[src/sv/assert_macros.svh]
// Assertion macros shared by the pcm sample quantize packer RTL.
// Needs clk and rst in scope where used; define NO_ASSERTIONS to drop them.
`ifndef ASSERT_MACROS_SVH
`define ASSERT_MACROS_SVH
`ifndef NO_ASSERTIONS
`define PCMSQ_ASSERT_IMP(label, ante, cons) \
  label: assert property (@(posedge clk) disable iff (rst) (ante) |-> (cons)) \
    else $error("pcmsq assertion failed");
`define PCMSQ_ASSERT_NXT(label, ante, cons) \
  label: assert property (@(posedge clk) disable iff (rst) (ante) |=> (cons)) \
    else $error("pcmsq assertion failed");
`else
`define PCMSQ_ASSERT_IMP(label, ante, cons)
`define PCMSQ_ASSERT_NXT(label, ante, cons)
`endif
`endif

[src/sv/pcmsq_pkg.sv]
// Shared constants, types and quantizer helpers for the sample packer.
// No dependencies.
package pcmsq_pkg;

  localparam int INPUT_FRAC_BITS = 30;
  localparam int WORK_FRAC = INPUT_FRAC_BITS + 1;
  localparam int MAG_W = WORK_FRAC + 1;
  localparam int FS_W = 31;
  localparam int PROD_W = MAG_W + FS_W;
  localparam logic signed [32:0] LIM = 33'sd1 <<< WORK_FRAC;
  localparam logic [PROD_W-1:0] ROUND = PROD_W'(1) << (WORK_FRAC - 1);

  localparam int QDEPTH = 8;
  localparam int QPTR_W = $clog2(QDEPTH);
  localparam int QCNT_W = QPTR_W + 1;

  localparam logic [1:0] CH_MONO = 2'd1;

  typedef enum logic [1:0] {
    REG_CHANNEL_COUNT = 2'd0,
    REG_SLOT_BYTES    = 2'd1,
    REG_SAMPLE_BITS   = 2'd2
  } reg_index_t;

  typedef struct packed {
    logic [2:0] slot;
    logic [4:0] lsh;
    logic       mono;
    logic       last;
  } lane_ctl_t;

  typedef struct packed {
    logic [63:0] bytes;
    logic [3:0]  total;
    logic        last;
  } frame_t;

  // {neg, magnitude} of a working sample clipped to +/- 2^WORK_FRAC
  function automatic logic [MAG_W:0] clip_mag(input logic signed [32:0] v);
    logic signed [32:0] c;
    logic signed [32:0] a;
    c = v;
    if (c > LIM) c = LIM;
    if (c < -LIM) c = -LIM;
    a = c[32] ? -c : c;
    return {c[32], a[MAG_W-1:0]};
  endfunction

  // round half away from zero, restore sign, left-align in the slot
  function automatic logic [31:0] q_word(input logic [PROD_W-1:0] prod,
                                         input logic neg, input logic [4:0] lsh);
    logic [PROD_W-1:0] s;
    logic [31:0] w;
    s = prod + ROUND;
    w = {1'b0, s[WORK_FRAC+FS_W-1:WORK_FRAC]};
    if (neg) w = 32'd0 - w;
    return w << lsh;
  endfunction

endpackage

[src/sv/pcmsq_queue.sv]
// Frame queue between the quantizer front end and the byte serializer.
// Depends on pcmsq_pkg.
module pcmsq_queue (
  input  logic                         clk,
  input  logic                         rst,
  input  logic                         push,
  input  pcmsq_pkg::frame_t            push_data,
  input  logic                         pop,
  output pcmsq_pkg::frame_t            head,
  output logic [pcmsq_pkg::QCNT_W-1:0] count
);

  pcmsq_pkg::frame_t mem [pcmsq_pkg::QDEPTH];
  logic [pcmsq_pkg::QPTR_W-1:0] wr_ptr, rd_ptr;

  always_ff @(posedge clk) begin
    if (rst) begin
      wr_ptr <= '0;
      rd_ptr <= '0;
      count  <= '0;
    end else begin
      if (push) wr_ptr <= wr_ptr + 1'b1;
      if (pop) rd_ptr <= rd_ptr + 1'b1;
      count <= count + pcmsq_pkg::QCNT_W'(push) - pcmsq_pkg::QCNT_W'(pop);
    end
  end

  always_ff @(posedge clk) begin
    if (push) mem[wr_ptr] <= push_data;
  end

  assign head = mem[rd_ptr];

endmodule

[config.mk]
export PLATFORM = sky130hd
export DESIGN_NAME = pcmsq_queue
export DESIGN_NICKNAME = d
export VERILOG_FILES = /design/src/sv/assert_macros.svh /design/src/sv/pcmsq_pkg.sv /design/src/sv/pcmsq_queue.sv
export SDC_FILE = /design/constraint.sdc
export NUM_CORES = 1
export LEC_CHECK = 0
export ABC_AREA = 1
export BUFFER_PORTS_ARGS = -buffer_cell sky130_fd_sc_hd__buf_4
export CORE_ASPECT_RATIO = 1.75
export CORE_UTILIZATION = 63
export CTS_BUF_LIST = sky130_fd_sc_hd__clkbuf_8
export DETAILED_ROUTE_END_ITERATION = 10
export MAX_ROUTING_LAYER = met4
export PLACE_DENSITY = 0.81
export SYNTH_ARGS = -nofsm -noshare
export SYNTH_HDL_FRONTEND = slang
export SYNTH_SLANG_ARGS = --single-unit
[constraint.sdc]
create_clock -name clk -period 5.22 [get_ports clk]
set_input_delay 0.522 -clock clk [delete_from_list [all_inputs] [get_ports clk]]
set_output_delay 0.522 -clock clk [all_outputs]
set_load 0.1 [all_outputs]
==> flow_summary.yaml <==
worst_setup_path:
  r2r-start: "wr_ptr[0]"
  max_stage_delay_ns: 0.77
  path_class: "register to output pin"
  critPathMostFrequentCell: "nand2_1"
  worst-r2r-setup-slack_ns: 2.74
  r2r-end: "mem[2][56]"
  end_kind: "output pin"
  setup.worst_path.start_class: "register"
  path_cells: "buf_4, buf_4, nand2_1, nand3_1, nand2_1, nand2_1, nand2_1, buf_4"
  arrival_ns: 3.54
  critPathMaxFanout: 77
  slowest_stage: "dfxtp_4"
  worstPathRequired_ns: 4.70
  cp-endpoint: "head[32]"
  r2r_cells: 3
job:
  drv_cap: 0
logic_synthesis:
  synth_top_area_share_pct: 67.1
  yosys-top-cells-area: "edfxtp_1 (67%), nand2_1 (14%), inv_1 (8.6%)"
  ys_warn_count: 0
  yosysUniqueCellTypes: 19
  yosysTopAreaCell: "edfxtp_1"
  yosysSeqAreaShare_pct: 68.2
  netlist_area_sq_um: 24700
  syn_inst: 2465
  synth_seq_cells: 565
  syn-num-nets: 2545
  avgSynthCellArea_sq_um: 10.0
routing:
  ant_nets: 0
  drtPass1Iterations: 5
  vias: 16700
  drc: 0
  wl_per_cell_microns: 17.3
  drt_iter0_drc: 1605
  wl_mm: 54.3
  vias_per_cell: 5.31
finish:
  mostFrequentLayoutCells: "nand2_1 (911), inv_1 (581), edfxtp_1 (552)"
  n_fill_cell: 2559
  layout_commonest_cell: "nand2_1"
  design_area_sq_um: 27500
  finalNetCount: 2686
  area_delta_synth_final_pct: 11.4
  layout-drive-gt1-share_pct: 10.8
  multi_input_area_sq_um: 5100
  instances_no_fill: 3149
  register_area_sq_um: 16800
power:
  netSwitchingPower_mw: 3.09
  leakagePower_nw: 12.8
  clkPwrFrac_pct: 32.2
  p_comb_share_pct: 17.9
  vdd_ir_drop_max_mv: 0.407
  seqPwrFrac_pct: 49.9
  intPower_mw: 7.26
  swShare_pct: 29.8
  powerDensity_nw_per_um2: 376
  p_total_mw: 10.3
floorplanning:
  start_util_pct: 64.1
  die_area_sq_um: 40000
  core_area_sq_um: 38500
  rows: 95
  ios: 146
  die_x_microns: 152
  fp.dieH_microns: 264
clocking:
  cts-resized-gates: 0
  numClockSinks: 565
  cts_made_buffers: 76
  root_buffer: "clkbuf_8"
  ctsHtreeMaxLevel: 3
  clkTransAtPathRegs_ns: 0.07
  tritoncts: "built"
  ctsHoldBuffers: 0
  cts_setup_buffers: 0
  clockBufferDepth: 3
  insertion_delay_ns: 0.65
global_route:
  grt_overflow_total: 0
  antenna_found_initial: 5
  grt_use_total_pct: 29.0
  grt_pass1_vias: 17000
  grt_pass1_wl_mm: 84.7
  grt_max_degree: 210
sta:
  fin_crit_sh_pct: 77.8
  rsz0062_at_grt: "false"
  finalSetupTns_ns: 0
  slew_violations: 0
  setup_viol: 0
  relSlewSlack_pct: 19.0
  hold_viol_final: 0
  finClkSkew_ns: 0.0296
  tightest_slew_ns: 1.21
  fin_crit_ns: 4.06
  fmax_mhz: 246
placement:
  place_inst: 3013
  hpwlAfterDp_mm: 29.3
  placed_area_sq_um: 26000
  finalWeightedCongestion: 0.801
  numPortBuffers: 145
status:
  status: "finished clean"
hold_path:
  min_path_type: "primary input to register"
-- worst min-delay path by stage --
stage,slack (ns),cells after the start,startpoint,end
detailed placement,0.50,2,wr_ptr[0],wr_ptr[0]
finish,0.09,2,rst,count[1]
floorplan,0.46,2,wr_ptr[0],wr_ptr[0]
global route,0.08,2,rst,count[0]
global placement,0.49,2,wr_ptr[0],wr_ptr[0]
CTS,0.05,2,rst,count[1]
-- cells in the mapped netlist --
| library cell | number |
|---|---|
| xnor2_1 | 1 |
| a21oi_1 | 7 |
| or2_2 | 2 |
| clkbuf_1 | 8 |
| fa_1 | 1 |
| buf_1 | 5 |
| nand3_1 | 278 |
| edfxtp_1 | 552 |
| dfxtp_1 | 13 |
| buf_2 | 60 |
| o21ai_0 | 4 |
| nor2_1 | 15 |
| ha_1 | 6 |
| buf_4 | 10 |
| inv_2 | 1 |
| inv_4 | 1 |
| inv_1 | 567 |
| buf_6 | 23 |
| nand2_1 | 911 |
-- cell type report --
type | instances | area share, %
inverters | 569 | 7.80
clock buffers | 84 | 4.20
diodes | 5 | 0.0455
repair buffers | 169 | 4.70
flip-flops and latches | 565 | 61.2
multi-input cells | 1225 | 18.5
clock inverters | 47 | 1.26
well taps | 485 | 2.21
-- stage by stage --
stage / hold WS, ns / utilization, % / worst slack (ns)
finish: 0.0896 / 71.4 / 1.16
global route: 0.0834 / 71.4 / 0.929
CTS: 0.0539 / 71.4 / 1.15
detailed placement: 0.499 / 67.5 / 1.81
global placement: 0.491 / 67.5 / 1.91
floorplan: 0.463 / - / 0.950
-- registers in the layout (all words and copies together), names as in the netlist, named ones only --
name,count
mem,552
count,4
rd_ptr,3
wr_ptr,3
-- logic make-up after synthesis --
family,share of synthesized area (%)
buf+inv,11.4
simple gates,19.8
compound gates,0.223
flops,68.2
fa+ha+maj,0.385
xor+xnor,0.0355
-- layer usage --
| metal | routed length [microns] | vias to the layer above | track usage, % | share of wire (%) |
|---|---|---|---|---|
| met2 | 28100 | 804 | 47.9 | 52 |
| met1 | 19300 | 7839 | 32.8 | 36 |
| met3 | 4790 | 153 | 5.16 | 8.8 |
| li1 | - | 7919 | - | - |
| met4 | 2080 | 0 | 16.1 | 3.8 |
| met5 | 0 | - | - | 0 |
-- power groups by stage --
stage          registers [mW]  clock network [mW]  logic (mW)
3_5_place_dp             5.26                   0        1.84
4_1_cts                  5.16                3.37        1.85
3_3_place_gp             5.25                   0        1.80
6_report                 5.16                3.34        1.85
5_1_grt                  5.17                3.54        1.98
2_1_floorplan            5.30                   0        1.37
-- worst max-delay path: cells and delay by family (launching register included) --
family / cells / cell delay, ns
and+or+nand+nor: 5 / 0.47
DFF: 1 / 0.77
buffers and inverters: 3 / 1.59
Note: power is estimated with default switching activity, not from simulation.
