$ cat src/sv/assert_macros.svh
// Assertion macros shared by the pcm sample quantize packer RTL.
// Needs clk and rst in scope where used; define NO_ASSERTIONS to drop them.
`ifndef ASSERT_MACROS_SVH
`define ASSERT_MACROS_SVH
`ifndef NO_ASSERTIONS
`define PCMSQ_ASSERT_IMP(label, ante, cons) \
  label: assert property (@(posedge clk) disable iff (rst) (ante) |-> (cons)) \
    else $error("pcmsq assertion failed");
`define PCMSQ_ASSERT_NXT(label, ante, cons) \
  label: assert property (@(posedge clk) disable iff (rst) (ante) |=> (cons)) \
    else $error("pcmsq assertion failed");
`else
`define PCMSQ_ASSERT_IMP(label, ante, cons)
`define PCMSQ_ASSERT_NXT(label, ante, cons)
`endif
`endif

$ cat src/sv/pcmsq_pkg.sv
// Shared constants, types and quantizer helpers for the sample packer.
// No dependencies.
package pcmsq_pkg;

  localparam int INPUT_FRAC_BITS = 30;
  localparam int WORK_FRAC = INPUT_FRAC_BITS + 1;
  localparam int MAG_W = WORK_FRAC + 1;
  localparam int FS_W = 31;
  localparam int PROD_W = MAG_W + FS_W;
  localparam logic signed [32:0] LIM = 33'sd1 <<< WORK_FRAC;
  localparam logic [PROD_W-1:0] ROUND = PROD_W'(1) << (WORK_FRAC - 1);

  localparam int QDEPTH = 8;
  localparam int QPTR_W = $clog2(QDEPTH);
  localparam int QCNT_W = QPTR_W + 1;

  localparam logic [1:0] CH_MONO = 2'd1;

  typedef enum logic [1:0] {
    REG_CHANNEL_COUNT = 2'd0,
    REG_SLOT_BYTES    = 2'd1,
    REG_SAMPLE_BITS   = 2'd2
  } reg_index_t;

  typedef struct packed {
    logic [2:0] slot;
    logic [4:0] lsh;
    logic       mono;
    logic       last;
  } lane_ctl_t;

  typedef struct packed {
    logic [63:0] bytes;
    logic [3:0]  total;
    logic        last;
  } frame_t;

  // {neg, magnitude} of a working sample clipped to +/- 2^WORK_FRAC
  function automatic logic [MAG_W:0] clip_mag(input logic signed [32:0] v);
    logic signed [32:0] c;
    logic signed [32:0] a;
    c = v;
    if (c > LIM) c = LIM;
    if (c < -LIM) c = -LIM;
    a = c[32] ? -c : c;
    return {c[32], a[MAG_W-1:0]};
  endfunction

  // round half away from zero, restore sign, left-align in the slot
  function automatic logic [31:0] q_word(input logic [PROD_W-1:0] prod,
                                         input logic neg, input logic [4:0] lsh);
    logic [PROD_W-1:0] s;
    logic [31:0] w;
    s = prod + ROUND;
    w = {1'b0, s[WORK_FRAC+FS_W-1:WORK_FRAC]};
    if (neg) w = 32'd0 - w;
    return w << lsh;
  endfunction

endpackage

$ cat src/sv/pcmsq_back.sv
// Back end: walks the queue head one byte per word and drives the output register.
// Depends on pcmsq_pkg.
module pcmsq_back (
  input  logic                         clk,
  input  logic                         rst,
  input  pcmsq_pkg::frame_t            head,
  input  logic [pcmsq_pkg::QCNT_W-1:0] count,
  output logic                         pop,
  output logic                         byte_valid,
  input  logic                         byte_stall,
  output logic [7:0]                   out_byte,
  output logic                         end_of_frame,
  output logic                         end_of_packet
);

  logic [2:0] pos, pos_next;
  logic load, eof;

  always_comb begin
    load     = (count != '0) && (!byte_valid || !byte_stall);
    eof      = ({1'b0, pos} + 4'd1 == head.total);
    pop      = load && eof;
    pos_next = pos;
    if (load) pos_next = eof ? 3'd0 : pos + 3'd1;
  end

  always_ff @(posedge clk) begin
    if (rst) begin
      pos        <= 3'd0;
      byte_valid <= 1'b0;
    end else begin
      pos <= pos_next;
      if (load) byte_valid <= 1'b1;
      else if (!byte_stall) byte_valid <= 1'b0;
    end
  end

  always_ff @(posedge clk) begin
    if (load) begin
      out_byte      <= head.bytes[{pos, 3'b000} +: 8];
      end_of_frame  <= eof;
      end_of_packet <= eof && head.last;
    end
  end

endmodule

$ cat config.mk
export PLATFORM = sky130hd
export DESIGN_NAME = pcmsq_back
export DESIGN_NICKNAME = d
export VERILOG_FILES = /design/src/sv/assert_macros.svh /design/src/sv/pcmsq_pkg.sv /design/src/sv/pcmsq_back.sv
export SDC_FILE = /design/constraint.sdc
export NUM_CORES = 1
export LEC_CHECK = 0
export BUFFER_PORTS_ARGS = -buffer_cell sky130_fd_sc_hd__buf_2
export CAP_MARGIN = 5
export CORE_AREA = 4 4 65 79
export CTS_BUF_LIST = sky130_fd_sc_hd__clkbuf_2
export DETAILED_ROUTE_END_ITERATION = 8
export DIE_AREA = 0 0 69 83
export PLACE_DENSITY = 0.67
export RECOVER_POWER = 50
export REMOVE_ABC_BUFFERS = 1
export SLEW_MARGIN = 5
export SYNTH_ARGS = -nofsm -noshare
export SYNTH_HDL_FRONTEND = slang
export SYNTH_SLANG_ARGS = --single-unit
$ cat constraint.sdc
create_clock -name clk -period 1.95 [get_ports clk]
set_clock_uncertainty 0.05 [all_clocks]
set_input_delay 0.0975 -clock clk [delete_from_list [all_inputs] [get_ports clk]]
set_output_delay 0.0975 -clock clk [all_outputs]
set_load 0.02 [all_outputs]
==> results.yml, run 1 <==
synth:
  yosysWarnings: 0
  synthCells: 71
  async_flop_share_pct: 0
  yosysTopAreaCell: "edfxtp_1"
  synth.most_common_cell: "mux4_2"
  synth.distinct_cells: 30
  netlist_area_um2: 1060
  synth_common_cells: "mux4_2, edfxtp_1, mux2_2"
  synth.avg_cell_area_um2: 15.0
  ys_seq_area_share_pct: 35.7
  synth_edf_count: 10
  ys_ff_latch: 14
  post_synth_main_area_contributors: "edfxtp_1, mux4_2, mux4_1"
  ys.flop_type: "edfxtp_1"
  synth_top_area_share_pct: 28.2
cts:
  cts_tree: "yes"
  cts-root-buf: "clkbuf_2"
  cts.sinks: 14
  clk_pin_slew_worst_paths_ps: 140
  clock_latency_ps: 270
  cts_max_level: 1
  clockBufferDepth: 2
  cts_buffers: 3
global_route:
  grt_overflow_total: 0
  grt_usage_pct: 10.7
  grt_pass1_vias: 1156
  grt_pass1_wl_um: 5000
  antenna_found_initial: 0
  grt_max_degree: 17
route:
  drc: 0
  totalWireLength_um: 3130
  drt_pre_antenna_iters: 4
  drt-initial-drc-count: 17
  avgRoutedWirePerCell_um: 14.0
  vias_per_cell: 4.56
  vias: 1021
  ant_nets: 0
sta:
  fmax_mhz: 540
  max_slew.worst_pin.slew_ps: 460
  hold_violations: 0
  fin_tns_setup_ps: 0
  maxSlewViolCount: 0
  post-route-period-util_pct: 95.0
  layout_min_cycle_time_ps: 1850
  relSlewSlack_pct: 69.3
  finalSetupViolCount: 0
critical_path:
  critPathArrivalTime_ps: 1850
  worst-path-max-fanout: 9
  worst_setup_path_end_kind: "register"
  startpoint_type: "register"
  required_ps: 1950
  regToRegSetupSlack_ps: 100
  crit_type: "register to register"
min_path:
  hold_path.class: "primary input to register"
place:
  dp.cells: 217
  io_buffers: 87
  placed_area_um2: 1580
  place.gp.congestion: 0.715
  dp_hpwl_um: 2660
floorplan:
  ios: 88
  num_rows: 27
  die_w_um: 69
  start_util_pct: 23.9
  die_h_um: 83
  coreArea_um2: 4460
  dieArea_um2: 5730
pwr:
  pwr-share-clk_pct: 14.8
  p_sw_share_pct: 31.5
  seqPwrFrac_pct: 41.3
  leakagePower_nw: 0.720
  ir_drop_v: 0.000221
  switchingPower_mw: 0.298
  p_int_mw: 0.646
  p_per_area_nw_per_um2: 575
  power_frac_comb_pct: 43.9
final_layout:
  diodes: 0
  finalNonFillerCells: 224
  synthToLayoutAreaGrowth_pct: 54.1
  design_area_um2: 1640
  drive_above_1_share_pct: 68.7
  nets: 244
flow_run:
  cap_violations: 0
status:
  outcome: "finished clean"
[flip-flops by register name, indices dropped and copies added (netlist names)]
signal,cells
byte_valid,1
out_byte,8
end_of_frame,1
pos,3
end_of_packet,1
[what timing repair did]
action                                  in CTS  in global routing
gates cloned                                 0                  0
gates resized for setup                      5                  2
endpoints found under the hold margin        4                  0
endpoints found under the setup margin       1                  1
hold buffers                                 1                  0
setup buffers                                2                  1
pin swaps                                    1                  2
[cells by family after synthesis]
group | Yosys count | share of synthesized area (%)
muxes | 24 | 43.7
and+or+nand+nor | 14 | 7.40
DFF | 14 | 35.7
AOI/OAI and AO/OA | 8 | 5.64
buffers and inverters | 7 | 3.88
xor gates and xnor gates | 3 | 2.47
adders and majority gates | 1 | 1.17
[worst paths after layout]
path                             end  depth (start not counted)               startpoint
max reg2reg    out_byte[3]$_DFFE_PP_                          4      pos[0]$_SDFFE_PP0P_
max            out_byte[3]$_DFFE_PP_                          4      pos[0]$_SDFFE_PP0P_
min reg2reg  byte_valid$_SDFFE_PP0P_                          2  byte_valid$_SDFFE_PP0P_
min          byte_valid$_SDFFE_PP0P_                          3               byte_stall
[layer usage]
layer | part of all wire [%] | vias up | global-route usage (%)
li1 | - | 488 | -
met4 | 1.1 | 0 | 2.49
met2 | 55 | 53 | 21.1
met1 | 36 | 476 | 11.0
met5 | 0 | - | 0
met3 | 8.1 | 4 | 2.91
[stage by stage]
| stage | setup slack [ps] | utilization [%] | hold WS (ps) | total power [mW] |
|---|---|---|---|---|
| floorplan | -381 | - | 110 | 0.645 |
| finish | 97.0 | 36.8 | 15.4 | 0.944 |
| global route | -8.30 | 36.8 | 14.7 | 1.01 |
| CTS | 25.4 | 36.7 | 5.14 | 0.965 |
| detailed placement | 188 | 35.5 | 280 | 0.808 |
| global placement | 228 | 35.5 | 273 | 0.802 |
[critical path, stage by stage, from the launching register on]
cell	delay, ps
dfxtp_2	380
buf_4	150
buf_4	210
mux4_1	570
mux2_2	270
[area by class of cell]
| type | count | area, µm² |
|---|---|---|
| multi-input combinational | 50 | 663 |
| tap | 58 | 72.6 |
| timing repair buffer | 96 | 493 |
| clock inverter | 1 | 3.75 |
| inverter | 2 | 7.51 |
| fill | 478 | 2820 |
| clock buffer | 3 | 15.0 |
| sequential | 14 | 385 |
[power by group through the flow]
stage               combinational (mW)  clock [mW]  sequential (mW)
floorplan                        0.172           0            0.473
global placement                 0.406           0            0.396
detailed placement               0.413           0            0.395
CTS                              0.429       0.151            0.386
global route                     0.452       0.165            0.396
finish                           0.414       0.140            0.389
[layout by cell type, fill, tap and decap left out, types with 2 or more instances in the layout]
cell | netlist | routed
buf_2 | 0 | 74
dfxtp_1 | 4 | 2
mux2_2 | 8 | 8
edfxtp_1 | 10 | 10
clkbuf_1 | 2 | 12
a21oi_1 | 3 | 3
clkbuf_2 | 0 | 3
mux4_1 | 4 | 4
buf_4 | 2 | 9
mux4_2 | 12 | 12
nand2_1 | 4 | 4
No activity file was read; power rests on OpenSTA's default activity.
==> run 2: changes to the inputs <==
Settings changed: RECOVER_POWER 50 to 100.
Clock period 1.95 ns to 1.54 ns, I/O delays scaled along.
==> results.yml, run 2 (same netlist as run 1, synthesis figures left out) <==
status:
  outcome: "finished with violations"
  violations: "negative setup slack"
cts:
  clock_latency_ps: 270
  cts_tree: "yes"
  clk_pin_slew_worst_paths_ps: 140
  cts-root-buf: "clkbuf_2"
  cts_buffers: 3
  clockBufferDepth: 2
  cts_max_level: 1
  cts.sinks: 14
global_route:
  antenna_found_initial: 0
  grt_pass1_wl_um: 5240
  grt_max_degree: 22
  grt_pass1_vias: 1106
  grt_overflow_total: 0
  grt_usage_pct: 11.6
pwr:
  ir_drop_v: 0.000236
  switchingPower_mw: 0.390
  p_sw_share_pct: 31.1
  seqPwrFrac_pct: 39.4
  leakagePower_nw: 0.747
  pwr-share-clk_pct: 15.3
  p_int_mw: 0.863
  power_frac_comb_pct: 45.4
  p_per_area_nw_per_um2: 736
critical_path:
  r2r-start: "pos[1]$_SDFFE_PP0P_"
  startpoint_type: "register"
  crit_type: "register to register"
  cp_num_buf_inv: 3
  cpPeakStageDelay_ps: 380
  cpMaxStageDelayCell: "dfxtp_4"
  crit_start: "pos[1]$_SDFFE_PP0P_"
  cp_common_cell: "buf_4"
  crit_chain: "buf_4, a21boi_2, and4b_1, o211ai_2, buf_4, inv_2, or3_1, a21oi_2"
  worst_setup_path_end_kind: "register"
  critPathArrivalTime_ps: 1940
  required_ps: 1710
  critical_path.top_delay_family: "simple AND/OR/NAND/NOR gates"
  worst-path-max-fanout: 7
  regToRegSetupSlack_ps: -230
sta:
  hold_violations: 0
  relSlewSlack_pct: 70.3
  fin_hold_ws_ps: 37.3
  post-route-period-util_pct: 115
  maxSlewViolCount: 0
  rsz0062_at_grt: "yes"
  fmax_mhz: 565
  finalSetupViolCount: 13
  layout_min_cycle_time_ps: 1770
  setup_ws_ps: -230
  max_slew.worst_pin.slew_ps: 445
floorplan:
  ios: 88
  dieArea_um2: 5730
  die_h_um: 83
  coreArea_um2: 4460
  num_rows: 27
  start_util_pct: 23.9
  die_w_um: 69
final_layout:
  largest_register_ffs: 8
  final_cell_mix: "buf_2, mux4_2, clkbuf_1, edfxtp_1, buf_4"
  synthToLayoutAreaGrowth_pct: 59.9
  nets: 247
  final_core_utilization_pct: 38.2
  layout_commonest_cell: "buf_2"
  finalNonFillerCells: 227
  drive_above_1_share_pct: 72.8
  design_area_um2: 1700
  reg.largest.list: "out_byte x8, pos x3"
  diodes: 0
  regMostFlops: "out_byte"
flow_run:
  cap_violations: 0
route:
  vias_per_cell: 4.57
  drt-initial-drc-count: 36
  drc: 0
  drt_pre_antenna_iters: 4
  totalWireLength_um: 3250
  avgRoutedWirePerCell_um: 14.3
  ant_nets: 0
  vias: 1037
place:
  placed_area_um2: 1610
  pre_cts_ws_ps: -203
  dp.cells: 219
  dp_hpwl_um: 2630
  io_buffers: 87
  place.gp.congestion: 0.702
min_path:
  hp-start: "count[3]"
  hold_path.class: "primary input to register"
-- run 2: timing repair --
action / 4_1_cts / 5_1_grt
endpoints found under the setup margin: 13 / 14
endpoints found under the hold margin: 4 / 0
pin swaps: 5 / 0
setup buffers: 2 / 0
hold buffers: 2 / 0
cloned: 0 / 0
resized for setup: 18 / 5
-- run 2: stage by stage --
step | total power, mW | TNS, ps
final | 1.25 | -1540
after global routing | 1.35 | -2500
after CTS | 1.27 | -1700
after detailed placement | 1.03 | -1770
after global placement | 1.02 | -1430
after floorplan | 0.817 | -8430
-- run 2: power groups by stage --
stage | combinational (mW) | clock, mW | sequential, mW
after floorplan | 0.218 | 0 | 0.599
after global placement | 0.527 | 0 | 0.496
after detailed placement | 0.539 | 0 | 0.496
after CTS | 0.580 | 0.200 | 0.492
after global routing | 0.620 | 0.230 | 0.501
final | 0.568 | 0.191 | 0.493
-- run 2: worst min-delay path: stages --
cell and delay, ps:
buf_2 80, nor4_1 50, a21oi_1 130
-- run 2: path summary, 6_finish.rpt --
check                                                to  cells after the start
worst min-delay path            byte_valid$_SDFFE_PP0P_                      3
worst max-delay path                pos[0]$_SDFFE_PP0P_                      8
worst min register to register  byte_valid$_SDFFE_PP0P_                      2
worst max register to register      pos[0]$_SDFFE_PP0P_                      8
-- run 2: final cells by class --
| class | instances | area, µm² |
|---|---|---|
| Clock buffer | 4 | 20.0 |
| Fill cell | 481 | 2760 |
| Inverter | 2 | 7.51 |
| Multi-Input combinational cell | 50 | 677 |
| Sequential cell | 14 | 388 |
| Tap cell | 58 | 72.6 |
| Timing Repair Buffer | 99 | 538 |
-- run 2: metal layers --
layer	track usage (%)	wire length (µm)	up-vias
met5	0	0	-
met4	3.20	42	0
met3	3.39	282	6
met2	21.5	1760	53
met1	12.5	1160	491
li1	-	-	487
==> run 3: changes to the inputs <==
Settings changed: BUFFER_PORTS_ARGS -buffer_cell sky130_fd_sc_hd__buf_2 to not set, DONT_BUFFER_PORTS set to 1, PLACE_DENSITY 0.67 to 0.49.
==> results.yml, run 3 (same netlist as run 1, synthesis figures left out) <==
status:
  outcome: "finished with violations"
  violations: "negative setup slack"
route:
  vias: 753
  totalWireLength_um: 3000
  ant_nets: 0
  drt_pre_antenna_iters: 4
  avgRoutedWirePerCell_um: 20.2
  drc: 0
  drt-initial-drc-count: 30
  vias_per_cell: 5.05
critical_path:
  crit_type: "register to register"
  critPathArrivalTime_ps: 1960
  worst_setup_path_end_kind: "register"
  worst-path-max-fanout: 3
  required_ps: 1710
  startpoint_type: "register"
pwr:
  pwr-share-clk_pct: 16.6
  ir_drop_v: 0.000275
  p_int_mw: 0.804
  switchingPower_mw: 0.369
  p_sw_share_pct: 31.5
  seqPwrFrac_pct: 48.1
  leakagePower_nw: 0.489
  power_frac_comb_pct: 35.3
  p_per_area_nw_per_um2: 843
place:
  placed_area_um2: 1180
  dp_hpwl_um: 2390
  place.gp.congestion: 0.753
  pre_cts_ws_ps: -221
  io_buffers: 0
final_layout:
  regMostFlops: "out_byte"
  drive_above_1_share_pct: 59.3
  fillers: 458
  reg.largest.list: "out_byte x8, pos x3"
  multiInputGateArea_um2: 694
  largest_register_ffs: 8
  final_cell_mix: "mux4_2, edfxtp_1, buf_4, mux2_2, dlygate4sd3_1"
  register_area_um2: 385
  design_area_um2: 1390
  synthToLayoutAreaGrowth_pct: 30.7
  nets: 169
  diodes: 0
  layout_commonest_cell: "mux4_2"
sta:
  fmax_mhz: 560
  fin_tns_setup_ps: -2040
  finalSetupViolCount: 13
  hold_violations: 0
  rsz0062_at_grt: "yes"
  fin_hold_ws_ps: 86.0
  post-route-period-util_pct: 116
  relSlewSlack_pct: 70.4
  setup_ws_ps: -247
  layout_min_cycle_time_ps: 1790
  max_slew.worst_pin.slew_ps: 444
  maxSlewViolCount: 0
cts:
  clock_latency_ps: 280
  cts-root-buf: "clkbuf_2"
  cts_tree: "yes"
  clockBufferDepth: 2
  cts_max_level: 1
  cts_buffers: 3
  clk_pin_slew_worst_paths_ps: 140
  cts.sinks: 14
min_path:
  hold_path.class: "primary input to register"
global_route:
  grt_pass1_wl_um: 4200
  grt_pass1_vias: 830
  antenna_found_initial: 0
  grt_usage_pct: 9.41
  grt_overflow_total: 0
  grt_max_degree: 13
flow_run:
  cap_violations: 0
floorplan:
  num_rows: 27
  coreArea_um2: 4460
  die_w_um: 69
  dieArea_um2: 5730
  ios: 88
  start_util_pct: 23.9
  die_h_um: 83
run 3: cell count changes in the layout (fill, tap and decap cells not counted), sizes merged:
cell	delta
buf	-71
dlygate4sd3	+3
clkbuf	-10
run 3: final timing paths:
| path | from | end | slack [ps] | cells after the start |
|---|---|---|---|---|
| setup / recovery | pos[0]$_SDFFE_PP0P_ | pos[0]$_SDFFE_PP0P_ | -250 | 8 |
| hold / removal | byte_stall | pos[0]$_SDFFE_PP0P_ | 90 | 3 |
| setup reg to reg | pos[0]$_SDFFE_PP0P_ | pos[0]$_SDFFE_PP0P_ | -250 | 8 |
| hold reg to reg | byte_valid$_SDFFE_PP0P_ | byte_valid$_SDFFE_PP0P_ | 640 | 3 |
run 3: timing repair:
item	4_1_cts	5_1_grt
hold buffers	5	0
cloned	0	1
pin swaps	7	1
hold endpoints to repair	5	0
setup buffers	4	2
setup endpoints to repair	13	13
gates resized for setup	14	8
run 3: routing by layer:
layer	part of all wire [%]	track usage, %	vias to the layer above
met4	2.3	4.26	0
met3	7.9	2.54	6
li1	-	-	333
met5	0	0	-
met1	33	9.73	368
met2	56	17.4	46
run 3: area by class of cell:
class / count / area share (%)
clock buffer: 4 / 1.44
inverter: 2 / 0.540
multi-input combinational: 50 / 49.9
sequential: 14 / 27.7
tap: 58 / 5.22
timing repair buffer: 21 / 15.2
run 3: critical path, cell delays in order, from the launching register on:
cell and delay, ps:
dfxtp_4 390, ha_4 170, xor2_2 150, and4b_1 180, o211ai_2 180, buf_4 150
inv_2 30, or3_1 320, a21oi_2 120
run 3: power groups by stage:
stage                     clock, mW  sequential, mW  combinational, mW
after floorplan                   0           0.599              0.218
after global placement            0           0.570              0.327
after detailed placement          0           0.571              0.332
after CTS                     0.204           0.567              0.374
after global routing          0.214           0.568              0.447
final                         0.195           0.564              0.414
run 3: metrics by stage:
| step | cells | util [%] | total power, mW |
|---|---|---|---|
| floorplan | 66 | - | 0.817 |
| global placement | 134 | 26.4 | 0.896 |
| detailed placement | 134 | 26.4 | 0.903 |
| CTS | 146 | 29.7 | 1.14 |
| global route | 149 | 31.2 | 1.23 |
| finish | 149 | 31.2 | 1.17 |
